File: src/rtl/iwws_pkg.sv
`default_nettype none

package iwws_pkg;

  // Port values: bit 3 drives SDA, bit 2 drives SCL, all other bits high
  localparam logic [7:0] PORT_BOTH_HIGH = 8'hff;
  localparam logic [7:0] PORT_SDA_LOW   = 8'hf7;
  localparam logic [7:0] PORT_BOTH_LOW  = 8'hf3;
  localparam logic [7:0] PORT_SCL_LOW   = 8'hfb;

  // Counter widths and end values
  localparam int unsigned PHASE_W = 3;
  localparam int unsigned BITCNT_W = 4;
  localparam logic [PHASE_W-1:0]  PHASE_LAST_BIT  = 3'd4;
  localparam logic [PHASE_W-1:0]  PHASE_LAST_EDGE = 3'd2;
  localparam logic [BITCNT_W-1:0] BITCNT_ACK      = 4'd8;

  typedef enum logic [1:0] {
    ST_IDLE,
    ST_START,
    ST_BIT,
    ST_STOP
  } state_t;

  typedef enum logic [1:0] {
    SEG_START,
    SEG_BIT,
    SEG_STOP
  } segment_t;

  // Controller to datapath
  typedef struct packed {
    logic     load;
    logic     emit;
    segment_t segment;
    logic     final_phase;
  } cmd_t;

  // Datapath to controller
  typedef struct packed {
    logic command_open;
    logic last_flag;
    logic phase_end;
    logic ack_slot;
    logic slot_free;
  } status_t;

  // Start condition: SDA falls while SCL is high
  function automatic logic [7:0] start_pattern(input logic [PHASE_W-1:0] phase);
    logic [7:0] v;
    unique case (phase)
      3'd0:    v = PORT_BOTH_HIGH;
      3'd1:    v = PORT_SDA_LOW;
      default: v = PORT_BOTH_LOW;
    endcase
    return v;
  endfunction

  // Stop condition: SDA rises while SCL is high
  function automatic logic [7:0] stop_pattern(input logic [PHASE_W-1:0] phase);
    logic [7:0] v;
    unique case (phase)
      3'd0:    v = PORT_BOTH_LOW;
      3'd1:    v = PORT_SDA_LOW;
      default: v = PORT_BOTH_HIGH;
    endcase
    return v;
  endfunction

  // Five-phase data bit
  function automatic logic [7:0] bit_pattern(input logic one,
                                             input logic [PHASE_W-1:0] phase);
    logic [7:0] v;
    unique case (phase)
      3'd1:    v = one ? PORT_SCL_LOW : PORT_BOTH_LOW;
      3'd2:    v = one ? PORT_BOTH_HIGH : PORT_SDA_LOW;
      3'd3:    v = one ? PORT_SCL_LOW : PORT_BOTH_LOW;
      default: v = PORT_BOTH_LOW;
    endcase
    return v;
  endfunction

endpackage

`default_nettype wire

File: src/rtl/iwws_byte_if.sv
`default_nettype none

interface iwws_byte_if;
  logic       valid;
  logic       ready;
  logic [7:0] data_byte;
  logic       last_of_command;

  modport source (output valid, output data_byte, output last_of_command, input ready);
  modport sink   (input valid, input data_byte, input last_of_command, output ready);
endinterface

`default_nettype wire

File: src/rtl/iwws_port_if.sv
`default_nettype none

interface iwws_port_if;
  logic       valid;
  logic       ready;
  logic [7:0] port_value;
  logic       last;

  modport source (output valid, output port_value, output last, input ready);
  modport sink   (input valid, input port_value, input last, output ready);
endinterface

`default_nettype wire

File: src/rtl/iwws_ctrl.sv
`default_nettype none

module iwws_ctrl (
  input  wire logic             clk,
  input  wire logic             rst,
  input  wire logic             byte_valid,
  output logic                  byte_ready,
  input  wire iwws_pkg::status_t status,
  output iwws_pkg::cmd_t        cmd
);

  iwws_pkg::state_t state;
  iwws_pkg::state_t state_next;

  always_ff @(posedge clk) begin
    if (rst) begin
      state <= iwws_pkg::ST_IDLE;
    end else begin
      state <= state_next;
    end
  end

  // Next state
  always_comb begin
    state_next = state;
    unique case (state)
      iwws_pkg::ST_IDLE: begin
        if (byte_valid) begin
          state_next = status.command_open ? iwws_pkg::ST_BIT : iwws_pkg::ST_START;
        end
      end
      iwws_pkg::ST_START: begin
        if (status.slot_free && status.phase_end) begin
          state_next = iwws_pkg::ST_BIT;
        end
      end
      iwws_pkg::ST_BIT: begin
        if (status.slot_free && status.phase_end && status.ack_slot) begin
          state_next = status.last_flag ? iwws_pkg::ST_STOP : iwws_pkg::ST_IDLE;
        end
      end
      iwws_pkg::ST_STOP: begin
        if (status.slot_free && status.phase_end) begin
          state_next = iwws_pkg::ST_IDLE;
        end
      end
      default: state_next = iwws_pkg::ST_IDLE;
    endcase
  end

  // Outputs
  always_comb begin
    byte_ready      = 1'b0;
    cmd.load        = 1'b0;
    cmd.emit        = 1'b0;
    cmd.segment     = iwws_pkg::SEG_BIT;
    cmd.final_phase = 1'b0;
    unique case (state)
      iwws_pkg::ST_IDLE: begin
        byte_ready = 1'b1;
        cmd.load   = byte_valid;
      end
      iwws_pkg::ST_START: begin
        cmd.emit    = status.slot_free;
        cmd.segment = iwws_pkg::SEG_START;
      end
      iwws_pkg::ST_BIT: begin
        cmd.emit        = status.slot_free;
        cmd.segment     = iwws_pkg::SEG_BIT;
        cmd.final_phase = status.phase_end && status.ack_slot && !status.last_flag;
      end
      iwws_pkg::ST_STOP: begin
        cmd.emit        = status.slot_free;
        cmd.segment     = iwws_pkg::SEG_STOP;
        cmd.final_phase = status.phase_end;
      end
      default: ;
    endcase
  end

  // Idle never drives the port
  a_idle_no_emit: assert property (@(posedge clk) disable iff (rst)
    state == iwws_pkg::ST_IDLE |-> !cmd.emit)
    else $error("emit while idle");

  // The final phase of a byte returns to idle
  a_final_to_idle: assert property (@(posedge clk) disable iff (rst)
    cmd.emit && cmd.final_phase |=> state == iwws_pkg::ST_IDLE)
    else $error("final phase did not return to idle");

  // A byte with a command open skips the start condition
  a_open_skips_start: assert property (@(posedge clk) disable iff (rst)
    cmd.load && status.command_open |=> state == iwws_pkg::ST_BIT)
    else $error("start condition inside an open command");

endmodule

`default_nettype wire

File: src/rtl/iwws_datapath.sv
`default_nettype none

module iwws_datapath (
  input  wire logic              clk,
  input  wire logic              rst,
  input  wire logic [7:0]        data_byte,
  input  wire logic              last_of_command,
  input  wire iwws_pkg::cmd_t    cmd,
  output iwws_pkg::status_t      status,
  output logic                   port_valid,
  input  wire logic              port_ready,
  output logic [7:0]             port_value,
  output logic                   port_last
);

  logic [7:0]                    shift;
  logic                          last_flag;
  logic                          command_open;
  logic [iwws_pkg::BITCNT_W-1:0] bit_cnt;
  logic [iwws_pkg::PHASE_W-1:0]  phase;
  logic                          phase_end;
  logic [7:0]                    pattern;

  // Phase end depends on the segment length
  always_comb begin
    if (cmd.segment == iwws_pkg::SEG_BIT) begin
      phase_end = (phase == iwws_pkg::PHASE_LAST_BIT);
    end else begin
      phase_end = (phase == iwws_pkg::PHASE_LAST_EDGE);
    end
  end

  // Select the port value for the current phase
  always_comb begin
    unique case (cmd.segment)
      iwws_pkg::SEG_START: pattern = iwws_pkg::start_pattern(phase);
      iwws_pkg::SEG_STOP:  pattern = iwws_pkg::stop_pattern(phase);
      default:             pattern = iwws_pkg::bit_pattern(shift[7], phase);
    endcase
  end

  assign status.command_open = command_open;
  assign status.last_flag    = last_flag;
  assign status.phase_end    = phase_end;
  assign status.ack_slot     = (bit_cnt == iwws_pkg::BITCNT_ACK);
  assign status.slot_free    = !port_valid || port_ready;

  // Hold the byte; zeros shift in, so the acknowledge slot sends a zero bit
  always_ff @(posedge clk) begin
    if (cmd.load) begin
      shift     <= data_byte;
      last_flag <= last_of_command;
    end else if (cmd.emit && phase_end && cmd.segment == iwws_pkg::SEG_BIT) begin
      shift <= {shift[6:0], 1'b0};
    end
  end

  // Advance phase and bit counters
  always_ff @(posedge clk) begin
    if (rst) begin
      command_open <= 1'b0;
      bit_cnt      <= '0;
      phase        <= '0;
    end else if (cmd.load) begin
      command_open <= !last_of_command;
      bit_cnt      <= '0;
      phase        <= '0;
    end else if (cmd.emit) begin
      if (phase_end) begin
        phase <= '0;
        if (cmd.segment == iwws_pkg::SEG_BIT) begin
          bit_cnt <= bit_cnt + 1'b1;
        end
      end else begin
        phase <= phase + 1'b1;
      end
    end
  end

  // Output register: load on emit, drop valid after the transfer
  always_ff @(posedge clk) begin
    if (rst) begin
      port_valid <= 1'b0;
    end else if (cmd.emit) begin
      port_valid <= 1'b1;
    end else if (port_ready) begin
      port_valid <= 1'b0;
    end
  end

  always_ff @(posedge clk) begin
    if (cmd.emit) begin
      port_value <= pattern;
      port_last  <= cmd.final_phase;
    end
  end

  // Never overwrite a value that has not been taken
  a_emit_slot_free: assert property (@(posedge clk) disable iff (rst)
    cmd.emit |-> (!port_valid || port_ready))
    else $error("output register overwritten");

  // All data bits have left by the acknowledge slot
  a_ack_zero: assert property (@(posedge clk) disable iff (rst)
    bit_cnt == iwws_pkg::BITCNT_ACK |-> shift == 8'h00)
    else $error("acknowledge slot with data left");

  // Bit counter stays within nine slots
  a_bitcnt_range: assert property (@(posedge clk) disable iff (rst)
    cmd.emit && cmd.segment == iwws_pkg::SEG_BIT |-> bit_cnt <= iwws_pkg::BITCNT_ACK)
    else $error("bit counter past acknowledge slot");

endmodule

`default_nettype wire

File: src/rtl/i2c_write_waveform_sequencer_unit.sv
// I2C write waveform sequencer.
//
// byte_ch takes one byte of a write-only I2C command per transfer, with
// last_of_command marking the byte that ends the command. port_ch gives
// the port values that bit-bang that byte: bit 3 drives SDA, bit 2 drives
// SCL, the other bits stay high. The first byte of a command is preceded
// by a start condition (3 values), every byte gives eight data bits MSB
// first and a zero acknowledge bit (5 values each), and the last byte is
// followed by a stop condition (3 values). Each byte yields 45 to 51
// values; the final one carries last = 1.
// One byte is worked at a time. byte_ch.ready is high only while idle;
// after a byte transfer the controller leaves idle, then port_ch.valid
// rises once the output register has loaded the first value. While port_ch
// is not stalled, one value per cycle leaves the single output register.
// A stall on port_ch holds the output register and freezes the sequence.
// Synchronous reset closes any open command, drops port_ch.valid and
// returns to idle, so the next byte begins with a start condition.
`default_nettype none

module i2c_write_waveform_sequencer_unit (
  input  wire logic clk,
  input  wire logic rst,
  iwws_byte_if.sink byte_ch,
  iwws_port_if.source port_ch
);

  iwws_pkg::cmd_t    cmd;
  iwws_pkg::status_t status;

  iwws_ctrl u_ctrl (
    .clk        (clk),
    .rst        (rst),
    .byte_valid (byte_ch.valid),
    .byte_ready (byte_ch.ready),
    .status     (status),
    .cmd        (cmd)
  );

  iwws_datapath u_datapath (
    .clk             (clk),
    .rst             (rst),
    .data_byte       (byte_ch.data_byte),
    .last_of_command (byte_ch.last_of_command),
    .cmd             (cmd),
    .status          (status),
    .port_valid      (port_ch.valid),
    .port_ready      (port_ch.ready),
    .port_value      (port_ch.port_value),
    .port_last       (port_ch.last)
  );

endmodule

`default_nettype wire
File: src/flat_wrapper.sv
// flat-port wrapper written by rule: the top's interface ports become plain ports
module i2c_write_waveform_sequencer_unit_flat 
  (clk, rst, byte_ch_valid, byte_ch_data_byte, byte_ch_last_of_command, byte_ch_ready, port_ch_valid, port_ch_port_value, port_ch_last, port_ch_ready);
  iwws_byte_if byte_ch_i ();
  iwws_port_if port_ch_i ();
  input  wire logic clk;
  input  wire logic rst;
  input wire logic [$bits(byte_ch_i.valid)-1:0] byte_ch_valid;
  input wire logic [$bits(byte_ch_i.data_byte)-1:0] byte_ch_data_byte;
  input wire logic [$bits(byte_ch_i.last_of_command)-1:0] byte_ch_last_of_command;
  output wire logic [$bits(byte_ch_i.ready)-1:0] byte_ch_ready;
  output wire logic [$bits(port_ch_i.valid)-1:0] port_ch_valid;
  output wire logic [$bits(port_ch_i.port_value)-1:0] port_ch_port_value;
  output wire logic [$bits(port_ch_i.last)-1:0] port_ch_last;
  input wire logic [$bits(port_ch_i.ready)-1:0] port_ch_ready;
  assign byte_ch_i.valid = byte_ch_valid;
  assign byte_ch_i.data_byte = byte_ch_data_byte;
  assign byte_ch_i.last_of_command = byte_ch_last_of_command;
  assign byte_ch_ready = byte_ch_i.ready;
  assign port_ch_valid = port_ch_i.valid;
  assign port_ch_port_value = port_ch_i.port_value;
  assign port_ch_last = port_ch_i.last;
  assign port_ch_i.ready = port_ch_ready;
  i2c_write_waveform_sequencer_unit u_core (.clk(clk), .rst(rst), .byte_ch(byte_ch_i), .port_ch(port_ch_i));
endmodule
File: config.mk
export PLATFORM = sky130hd
export DESIGN_NAME = i2c_write_waveform_sequencer_unit_flat
export DESIGN_NICKNAME = d
export VERILOG_FILES = /design/src/rtl/iwws_pkg.sv /design/src/rtl/iwws_byte_if.sv /design/src/rtl/iwws_port_if.sv /design/src/rtl/iwws_ctrl.sv /design/src/rtl/iwws_datapath.sv /design/src/rtl/i2c_write_waveform_sequencer_unit.sv /design/src/flat_wrapper.sv
export SDC_FILE = /design/constraint.sdc
export NUM_CORES = 1
export LEC_CHECK = 0
export BUFFER_PORTS_ARGS = -buffer_cell sky130_fd_sc_hd__buf_2
export CORE_MARGIN = 2
export CORE_UTILIZATION = 61
export CTS_BUF_LIST = sky130_fd_sc_hd__clkbuf_8
export DETAILED_ROUTE_END_ITERATION = 10
export PLACE_DENSITY = 0.87
export SLEW_MARGIN = 20
export SYNTH_ARGS = -nofsm -noshare
export SYNTH_HDL_FRONTEND = slang
export SYNTH_SLANG_ARGS = --single-unit
File: constraint.sdc
create_clock -name clk -period 4.5 [get_ports clk]
set_input_delay 0.45 -clock clk [delete_from_list [all_inputs] [get_ports clk]]
set_output_delay 0.45 -clock clk [all_outputs]
set_load 0.01 [all_outputs]
# Word-level counts from Yosys, hierarchy flattened
# Cells that the tools add are included.
[classes]
n_eq_ne = 14
reduce_logical = 19
n_mux = 23
add_sub_neg = 2
[op_table]
columns = ["op", "count"]
rows = [
  ["one-hot mux 4 bit (2 select lines)", 3],
  ["2-to-1 mux 8 bit", 2],
  ["one-hot mux 8 bit (2 select lines)", 1],
  ["2-to-1 mux 2 bit", 6],
  ["one-hot mux 3 bit (3 select lines)", 1],
  ["2-to-1 mux 4 bit", 2],
  ["!= test 2 bit (second input constant)", 4],
  ["one-hot mux 2 bit (4 select lines)", 1],
  ["== test 2 bit (second input constant)", 3],
  ["== test 3 x 2 -> 1 bit (second input constant)", 2],
  ["logical AND 1 bit", 6],
  ["2-to-1 mux 1 bit", 5],
  ["adder 4 x 1 -> 4 bit (second input constant)", 1],
  ["== test 2 x 1 -> 1 bit (second input constant)", 2],
  ["== test 4 bit (second input constant)", 1],
  ["logical NOT 2 bit", 2],
  ["AND reduction 4 bit", 1],
  ["nonzero test 2 bit", 2],
  ["OR reduction 2 bit", 2],
  ["adder 3 x 1 -> 3 bit (second input constant)", 1],
  ["== test 3 x 1 -> 1 bit (second input constant)", 1],
  ["== test 3 bit (second input constant)", 1],
  ["logical NOT 1 bit", 3],
  ["logical NOT 3 bit", 1],
  ["4 further kinds", 4],
]
[totals]
word_cells = 67
output_inout_bits = 11
input_bits = 13
regBits = 29

# Logic depth before layout (Yosys ltp)
# Gate-level depths: netlist (run 1).
[depth]
ltp_word = 9
depth_mapped = 6
mapped_depth_nobuf = 6

# By module
# Synthesis (run 1) repeated with hierarchy kept, for this count alone.
[hier_totals]
cells_unflattened = 130
hier_area_um2 = 1306.3
[by_module_without_submodules]
columns = ["module", "instances", "cells_each", "area_each_um2"]
rows = [
  ["iwws_datapath", 1, 105, 1121.1],
  ["iwws_ctrl", 1, 25, 185.2],
]

# Worst setup path before layout (run 1)
# Ideal clock, no wire load.
[synth_path]
path_type = "reg-to-reg"
startpoint = "register u_core.u_datapath.phase[0] (netlist bit)"
endpoint = "register u_core.u_ctrl.state[1]"
arrival_ps = 1503
setup_slack_ps = 2875
required_time_ps = 4378
period_less_slack_ps = 1625
path_stages_with_launch = 7
setup_ps = 122
path_cell_list = "dfxtp_1 > inv_1 > ha_1 > nand3b_4 > o21a_4 > o311a_1 > o311a_1"
[synth_via]
elab_chain_cells = 6
[synth_rtl]
columns = ["element", "line_no", "source"]
rows = [
  ["start, declared", "iwws_datapath.sv:20", "logic [iwws_pkg::PHASE_W-1:0] phase;"],
  ["start signal, assigned", "iwws_datapath.sv:75", "phase <= phase + 1'b1;"],
  ["== test 3 x 2 -> 1 bit / == test 3 bit (equally long branches)", "iwws_datapath.sv:29, iwws_datapath.sv:27", ""],
  ["2-to-1 mux 1 bit *", "iwws_datapath.sv:26", "if (cmd.segment == iwws_pkg::SEG_BIT) begin"],
  ["logical AND 1 bit *", "iwws_ctrl.sv:33, iwws_ctrl.sv:38, iwws_ctrl.sv:43", ""],
  ["logical AND 1 bit", "iwws_ctrl.sv:38", "if (status.slot_free && status.phase_end && status.ack_slot) begin"],
  ["!= test 2 bit (no line)", "-", ""],
  ["AND reduction 4 bit (no line) *", "-", ""],
  ["end signal, assigned", "iwws_ctrl.sv:17", "state <= iwws_pkg::ST_IDLE;"],
  ["end signal, assigned", "iwws_ctrl.sv:19", "state <= state_next;"],
  ["end, declared", "iwws_ctrl.sv:12", "iwws_pkg::state_t state;"],
]
# Mark *: on every way between the ends. The rest lies on a longest branch, timed or not.
# A chain may end at the register's enable or synchronous reset.

# Worst setup path in the final report (run 1)
[layout_path]
startpoint = "register u_core.u_ctrl.state[1]"
endpoint = "register u_core.u_datapath.shift[7], data pin"
[layout_via]
elab_chain_cells = 3
[layout_rtl]
columns = ["element", "line_no", "source"]
rows = [
  ["logical NOT 2 bit", "iwws_ctrl.sv:58", "unique case (state)"],
  ["2-to-1 mux 1 bit", "iwws_ctrl.sv:58", ""],
  ["2-to-1 mux 8 bit", "iwws_datapath.sv:50", "if (cmd.load) begin"],
  ["end signal, assigned", "iwws_datapath.sv:51", "shift <= data_byte;"],
  ["end signal, assigned", "iwws_datapath.sv:54", "shift <= {shift[6:0], 1'b0};"],
  ["end, declared", "iwws_datapath.sv:16", "logic [7:0] shift;"],
]
# No other way between the ends.

==> reports/metrics.csv, run 1 <==
metric,value,unit
drive_gt1_share,25.0,%
maxSlewViolCount,0,
worst-path-stages,3,
diodes,0,
clk_path_buf_depth,2,
ys_seq_area_share,46.3,%
cts.sinks,23,
busiest_layer,met2,
num_rows,16,
drt_iter0_drc,31,
p_leak,0.545,nW
cts_tree,built,
die_w,49.3,µm
place_congestion,0.839,
mostFrequentLayoutCells,"17 x buf_2, 12 x edfxtp_1, 11 x dfxtp_1",
htree_num_levels,1,
syn_to_final_growth,8.78,%
setup_violations,0,
grt_usage,19.0,%
globalRouteMet1Util,21.7,%
worstPathRequired,4520,ps
synth_cells,121,
outcome,completed,
rsz0062_at_grt,false,
place_inst,159,
hold_path_class,in -> reg,
slowest_stage,and2_1,
path_delay_family,simple AND/OR/NAND/NOR gates,
routedWlPerCell,13.2,µm
fp.dieH,49.3,µm
clk_pin_slew,80,ps
hold_viol,0,
synth.avg_cell_area,10.4,µm²
start_util,64.6,%
timing.setup.tns,0,ps
path_class,reg -> reg,
vias_per_cell,5.59,
post_cts_buffers,0,
boundaryPins,24,
end_kind,flip-flop,
numCtsBuffers,3,
synth_top_area_cell,edfxtp_1,
crit_buf_inv,0,
worstSetupStartpointType,flip-flop,
root_buffer,clkbuf_8,
power_density,552,nW/µm²
synth_cell_types,38,
grt_pass1_wl,3570,µm
synth_area_leaders,"edfxtp_1 29%, dfxtp_1 18%, ha_1 7.0%",
critPathMaxStageDelay,470,ps
post_cts.resized_instances,0,
dieArea,2430,µm²
clock-skew-final,6.64,ps
grt_pass1_vias,869,
final_common_cell,buf_2,
vias,911,
path_cells,"nor2_2, and2_1, mux2_2",
drt_drc_violations_left,0,
yosysWarnings,0,
nets,157,
whs_path_depth,2,
cts_hold_buffers,0,
vdd_drop_max,0.372,mV
fin_crit_sh,40.7,%
ant_nets,0,
grtUsageMet3,3.07,%
gr-total-overflow,0,
grt_start_max_net_pins,14,
cap_violations,0,
first_pass_iters,4,
antenna_found_initial,0,
routed_wirelength,2150,µm
crit_fanout,12,
syn-cell-area,1250,µm²
period_needed,1830,ps
instances_no_fill,163,
dp_hpwl,1580,µm
reg2reg_depth,3,
clock.fmax,0.546,GHz
final_util,70.2,%
core,1940,µm²
io_buffers,17,
clock_latency,270,ps
use_met2,33.3,%
synth_top_area_share,28.7,%
synth_seq_cells,23,
worstPathArrival,1850,ps
==> synth_stat cells <==
| library cell | number |
|---|---|
| a211oi_1 | 2 |
| a21o_1 | 1 |
| a21oi_1 | 9 |
| a22o_1 | 1 |
| a31o_2 | 1 |
| a31oi_1 | 1 |
| and2_1 | 1 |
| and3_1 | 2 |
| buf_2 | 2 |
| buf_4 | 6 |
| buf_6 | 1 |
| clkbuf_1 | 2 |
| conb_1 | 1 |
| dfxtp_1 | 11 |
| edfxtp_1 | 12 |
| ha_1 | 7 |
| inv_1 | 9 |
| mux2_2 | 7 |
| mux2i_1 | 1 |
| nand2_1 | 5 |
| nand2b_1 | 1 |
| nand3_1 | 5 |
| nand3b_1 | 1 |
| nand3b_4 | 1 |
| nor2_1 | 8 |
| nor2_2 | 1 |
| nor2b_1 | 1 |
| nor3_1 | 1 |
| nor4_1 | 1 |
| nor4b_1 | 2 |
| o21a_4 | 1 |
| o21ai_0 | 4 |
| o21bai_1 | 1 |
| o22ai_1 | 1 |
| o311a_1 | 2 |
| or2_2 | 2 |
| or3_1 | 3 |
| xnor2_1 | 3 |
==> sequential cells by signal, indices dropped and copies added (netlist names) <==
signal / cells
u_core.u_datapath.last_flag: 1
u_core.u_datapath.shift: 8
u_core.u_datapath.port_value: 2
u_core.u_datapath.port_valid: 1
u_core.u_ctrl.state: 2
u_core.u_datapath.port_last: 1
u_core.u_datapath.bit_cnt: 4
u_core.u_datapath.command_open: 1
u_core.u_datapath.phase: 3
==> per-layer routing <==
layer / up-vias / wire [µm]
met5: - / 0
met4: 0 / 51
met2: 37 / 1080
met1: 425 / 897
met3: 7 / 127
li1: 442 / -
==> logic make-up after synthesis <==
kind of cell / count (synthesis) / share of synthesized area (%)
xor+xnor: 3 / 2.10
buf+inv: 20 / 8.58
mux: 8 / 7.09
flops: 23 / 46.3
other cells: 1 / 0.299
fa+ha+maj: 7 / 6.99
compound gates: 24 / 12.8
simple gates: 35 / 15.9
==> final timing paths <==
path / to / startpoint / slack, ps
worst min-delay path: u_core.u_datapath.command_open / byte_ch_last_of_command / 370
worst max register to register: u_core.u_datapath.shift[7] / u_core.u_ctrl.state[1] / 2670
worst max-delay path: u_core.u_datapath.shift[7] / u_core.u_ctrl.state[1] / 2670
worst min register to register: u_core.u_datapath.phase[0] / u_core.u_datapath.phase[0] / 500
==> worst register-to-register path: stages, from the launching register on <==
cell,delay (ps)
dfxtp_1,430
nor2_2,280
and2_1,470
mux2_2,400
==> cell type report <==
| class | instances | area (µm²) |
|---|---|---|
| Multi-Input combinational cell | 83 | 584 |
| Sequential cell | 23 | 581 |
| Fill cell | 137 | 578 |
| Timing Repair Buffer | 17 | 85.1 |
| Clock buffer | 3 | 41.3 |
| Inverter | 9 | 33.8 |
| Tap cell | 27 | 33.8 |
| Clock inverter | 1 | 5.00 |
==> per-stage QoR <==
| step | worst slack [ps] | instance area (µm²) | power [mW] | hold WS [ps] |
|---|---|---|---|---|
| floorplan | 2880 | 1270 | 0.564 | 465 |
| global placement | 2750 | 1320 | 0.607 | 479 |
| detailed placement | 2700 | 1320 | 0.620 | 488 |
| CTS | 2690 | 1360 | 0.749 | 370 |
| global route | 2570 | 1360 | 0.797 | 383 |
| finish | 2670 | 1360 | 0.753 | 375 |
==> power breakdown <==
group / leakage, nW / total, mW / switching, mW / internal, mW
Sequential: 0.205 / 0.341 / 0.0413 / 0.299
Clock: 0.0255 / 0.129 / 0.0670 / 0.0618
Combinational: 0.315 / 0.283 / 0.163 / 0.121
Note: power is estimated with default switching activity, not from simulation.
==> inputs of run 2 (changes only) <==
--- a/config.mk
+++ b/config.mk
@@ -7,10 +7,10 @@
 export LEC_CHECK = 0
 export BUFFER_PORTS_ARGS = -buffer_cell sky130_fd_sc_hd__buf_2
 export CORE_MARGIN = 2
-export CORE_UTILIZATION = 61
+export CORE_UTILIZATION = 56
 export CTS_BUF_LIST = sky130_fd_sc_hd__clkbuf_8
 export DETAILED_ROUTE_END_ITERATION = 10
-export PLACE_DENSITY = 0.87
+export PLACE_DENSITY = 0.81
 export SLEW_MARGIN = 20
 export SYNTH_ARGS = -nofsm -noshare
 export SYNTH_HDL_FRONTEND = slang
==> constraint.sdc (replaced) <==
create_clock -name clk -period 1.8 [get_ports clk]
set_input_delay 0.18 -clock clk [delete_from_list [all_inputs] [get_ports clk]]
set_output_delay 0.18 -clock clk [all_outputs]
set_load 0.01 [all_outputs]
==> run 2 against run 1 <==
Compared with the run above: critical path depth is 3 higher; largest cell class unchanged; non-clock buffer count up 4; highest routed layer unchanged; total power rose to 2.6 times the previous value; flip-flop and latch count did not move; combinational power increased to 2.8 times the previous value; setup slack got worse by 2600 ps; final cell count is 3.1% higher; critical endpoint is now u_core.u_ctrl.state[1]; first-iteration DRC count is 74% lower; sequential share of layout area is 1.8 points lower; final area grew 4.3%.
==> reports/metrics.csv, run 2 (synthesis gave the netlist of run 1 again) <==
metric,value,unit
swShare,35.1,%
vias_per_cell,5.35,
dp_hpwl,1580,µm
cts_tree,built,
crit_buf_inv,1,
cts_hold_buffers,0,
routed_wirelength,2100,µm
seqPwrFrac,42.6,%
ant_nets,0,
critPathMaxStageDelay,360,ps
max_flop_register,u_core.u_datapath.shift,
numCtsBuffers,3,
pwr-share-clk,16.6,%
fin_crit_sh,94.0,%
diodes,0,
rsz0062_at_grt,false,
fp.dieH,51.3,µm
outcome,completed,
placed_cell_area,1350,µm²
crit_fanout,4,
vias,898,
maxSlewViolCount,0,
p_leak,0.563,nW
clk_pin_slew,80,ps
p_sw,685,µW
power_density,1370,nW/µm²
design_area,1420,µm²
clock-skew-final,6.81,ps
grt_usage,18.0,%
worstPathRequired,1960,ps
slew_headroom,65.4,%
syn_to_final_growth,13.5,%
cts.sinks,23,
path_delay_family,compound AO/OA/AOI/OAI gates,
core,2170,µm²
setup_violations,0,
drt_drc_violations_left,0,
crit_top_cell,o311a_1,
worstPathArrival,1860,ps
end_kind,flip-flop,
largest_reg_flops,8,
clk_path_buf_depth,2,
root_buffer,clkbuf_8,
cap_violations,0,
io_buffers,17,
boundaryPins,24,
hold_viol,0,
htree_num_levels,1,
hold_path_class,in -> reg,
slowest_stage,dfxtp_1,
timing.setup.tns,0,ps
tightest_slew,513,ps
dieArea,2630,µm²
clock.fmax,0.591,GHz
path_class,reg -> reg,
mostFrequentLayoutCells,"17 x buf_2, 12 x edfxtp_1, 11 x dfxtp_1",
path_cells,"inv_2, ha_4, nand2_1, o21a_4, o311a_1, o311a_1",
start_util,57.8,%
clock_latency,270,ps
top_regs,"u_core.u_datapath.shift x8, u_core.u_datapath.bit_cnt x4, u_core.u_datapath.phase x3",
grt_pass1_wl,3550,µm
routedWlPerCell,12.5,µm
die_w,51.3,µm
p_int,1.27,mW
num_rows,17,
drt_iter0_drc,8,
period_needed,1690,ps
hold-worst-slack,87.2,ps
pwr-share-comb,40.7,%
worstSetupStartpointType,flip-flop,
vdd_drop_max,0.771,mV
grt_start_max_net_pins,15,
first_pass_iters,4,
drive_gt1_share,29.3,%
antenna_found_initial,0,
grt_pass1_vias,889,
gr-total-overflow,0,
final_common_cell,buf_2,
nets,161,
place_congestion,0.878,
==> run 2: changes by cell type in the layout (fill, tap and decap cells not counted) <==
cell and change:
buf_4 +4, ha_1 -2, ha_4 +2, clkinv_2 -1
clkinvlp_4 +1, inv_1 -1, inv_2 +1
==> run 2: path summary, 6_finish.rpt <==
| path | start | to | slack (ps) | cells after the start |
|---|---|---|---|---|
| min reg2reg | u_core.u_datapath.command_open | u_core.u_datapath.command_open | 510 | 2 |
| max reg2reg | u_core.u_datapath.phase[0] | u_core.u_ctrl.state[1] | 110 | 6 |
| min | byte_ch_last_of_command | u_core.u_datapath.command_open | 90 | 2 |
| max | u_core.u_datapath.phase[0] | u_core.u_ctrl.state[1] | 110 | 6 |
==> run 2: worst register-to-register path: stages (launching register included) <==
cell and delay, ps:
dfxtp_1 360, inv_2 130, ha_4 170, nand2_1 80, o21a_4 220, o311a_1 300
o311a_1 340
==> run 2: cell type report <==
cell class              count  area (µm²)
fillers                   192         747
clock inverters             1        7.51
flip-flops and latches     23         581
well taps                  28        35.0
multi-input cells          83         609
inverters                   9        33.8
clock buffers               3        41.3
repair buffers             21         115
==> run 2: power by group through the flow <==
stage / Combinational (mW) / Sequential [mW] / Clock (mW)
floorplan: 0.580 / 0.830 / 0
global placement: 0.739 / 0.834 / 0
detailed placement: 0.759 / 0.840 / 0
CTS: 0.763 / 0.830 / 0.329
global route: 0.887 / 0.850 / 0.353
finish: 0.795 / 0.833 / 0.325
==> run 2: per-stage QoR <==
stage	power (mW)	util, %	setup slack (ps)	instances
2_1_floorplan	1.41	-	175	126
3_3_place_gp	1.57	62.2	118	164
3_5_place_dp	1.60	62.2	66.1	164
4_1_cts	1.92	64.4	29.1	168
5_1_grt	2.09	65.6	10.8	168
6_report	1.95	65.6	108	168
==> run 2: repair_timing <==
action / 4_1_cts / 5_1_grt
setup buffers: 0 / 0
setup endpoints to repair: 0 / 1
resized for setup: 0 / 5
==> run 2: metal layers <==
metal	track usage [%]	wire, µm
met5	0	0
met4	8.33	27
met3	2.92	75
met2	32.5	1030
met1	20.7	968
==> inputs of run 3 (changes only) <==
--- a/config.mk
+++ b/config.mk
@@ -10,6 +10,7 @@
 export CORE_UTILIZATION = 56
 export CTS_BUF_LIST = sky130_fd_sc_hd__clkbuf_8
 export DETAILED_ROUTE_END_ITERATION = 10
+export GPL_TIMING_DRIVEN = 0
 export PLACE_DENSITY = 0.81
 export SLEW_MARGIN = 20
 export SYNTH_ARGS = -nofsm -noshare
==> run 3 against run 2 <==
Compared with the run above: via count grew 2.8%; critical path depth did not move; final cell count rose by 4.2%; fmax fell by 0.77%; hold slack improved by 13 ps; flip-flop and latch count unchanged; clock power barely moved; largest cell class unchanged; clock skew decreased by 1.3 ps; wire length is 10% higher; utilization rose by 2.2 points; total power grew 1.8%; setup slack got worse by 13 ps.
==> reports/metrics.csv, run 3 (synthesis gave the netlist of run 1 again) <==
metric,value,unit
outcome,completed,
post_cts_buffers,0,
dp_hpwl,1720,µm
rsz0062_at_grt,false,
vias,923,
vdd_drop_max,0.770,mV
clk_pin_slew,80,ps
routedWlPerCell,13.2,µm
drive_gt1_share,32.0,%
crit_top_cell,o311a_1,
clk_path_buf_depth,2,
hold_viol,0,
cts_hold_buffers,0,
fillerInstances,182,
start_util,57.8,%
boundaryPins,24,
slew_headroom,66.2,%
end_kind,flip-flop,
maxSlewViolCount,0,
max_flop_register,u_core.u_datapath.shift,
core,2170,µm²
tightest_slew,501,ps
gr-total-overflow,0,
worstSetupStartpoint,u_core.u_datapath.phase[0],
drt_iter0_drc,18,
nets,168,
diodes,0,
ant_nets,0,
grt_pass1_wl,3910,µm
worstSetupStartpointType,flip-flop,
final_common_cell,buf_2,
numCtsBuffers,3,
r2r-start,u_core.u_datapath.phase[0],
fp.dieH,51.3,µm
clock-skew-final,5.50,ps
antenna_found_initial,0,
multi_input_area,612,µm²
hold-worst-slack,101,ps
hold_path_class,in -> reg,
cts.sinks,23,
dieArea,2630,µm²
cts_tree,built,
largest_reg_flops,8,
die_w,51.3,µm
cap_violations,0,
p_total,1.99,mW
path_class,reg -> reg,
first_pass_iters,4,
worstPathRequired,1960,ps
place_congestion,0.841,
routed_wirelength,2310,µm
period_needed,1710,ps
root_buffer,clkbuf_8,
grt_pass1_vias,940,
regArea,581,µm²
critPathMaxStageDelay,350,ps
top_regs,"u_core.u_datapath.shift x8, u_core.u_datapath.bit_cnt x4, u_core.u_datapath.phase x3",
path_cells,"inv_2, ha_2, nand2_1, o21a_4, o311a_1, o311a_1",
clock.fmax,0.586,GHz
hp-start,byte_ch_last_of_command,
p_leak,0.588,nW
num_rows,17,
grt_start_max_net_pins,15,
vias_per_cell,5.27,
power_density,1350,nW/µm²
crit_fanout,4,
final_util,67.8,%
setup_violations,0,
htree_num_levels,1,
io_buffers,17,
slowest_stage,dfxtp_1,
mostFrequentLayoutCells,"18 x buf_2, 12 x edfxtp_1, 11 x dfxtp_1",
syn_to_final_growth,17.4,%
worstPathArrival,1870,ps
drt_drc_violations_left,0,
clock_latency,270,ps
grt_usage,20.3,%
fin_crit_sh,94.7,%
run 3: cell type report:
type	count	share of cell area, %
multi-input cells	83	41.6
repair buffers	17	5.78
flip-flops and latches	23	39.5
well taps	28	2.38
inverters	9	2.30
clock inverters	1	0.510
clock buffers	3	2.81
plain buffers	11	5.19
run 3: worst max-delay path: cells and delay by family, from the launching register on:
family | cells | cell delay, ps
buf+inv | 1 | 100
simple gates | 1 | 80
flops | 1 | 350
fa+ha+maj | 1 | 220
compound gates | 3 | 850
run 3: timing repair:
item / CTS / global route
gates resized for setup: 1 / 7
endpoints found under the setup margin: 8 / 15
pin swaps: 0 / 0
run 3: worst paths after layout:
path,endpoint,slack (ps),depth (start not counted)
worst min register to register,u_core.u_datapath.phase[1],510,2
worst min-delay path,u_core.u_datapath.command_open,100,2
worst max register to register,u_core.u_ctrl.state[1],90,6
worst max-delay path,u_core.u_ctrl.state[1],90,6
run 3: layer usage:
metal | part of all wire (%) | track usage [%] | wire length [µm] | vias up
met5 | 0 | 0 | 0 | -
met4 | 2.8 | 12.3 | 65 | 0
met3 | 4.0 | 2.63 | 92 | 7
met2 | 53 | 37.7 | 1220 | 27
met1 | 40 | 21.6 | 931 | 423
li1 | - | - | - | 466
run 3: power by group:
part	total (mW)	leakage, nW	switching [mW]	internal [mW]
registers	0.815	0.205	0.0666	0.749
clock network	0.324	0.0217	0.167	0.157
logic	0.849	0.361	0.475	0.374
run 3: metrics by stage:
step	instances	instance area, µm²	setup WS (ps)	setup TNS, ps
global route	175	1470	14.3	0
global placement	171	1390	11.2	0
CTS	175	1450	7.17	0
finish	175	1470	94.5	0
detailed placement	171	1390	-55.1	-439
floorplan	126	1270	175	0
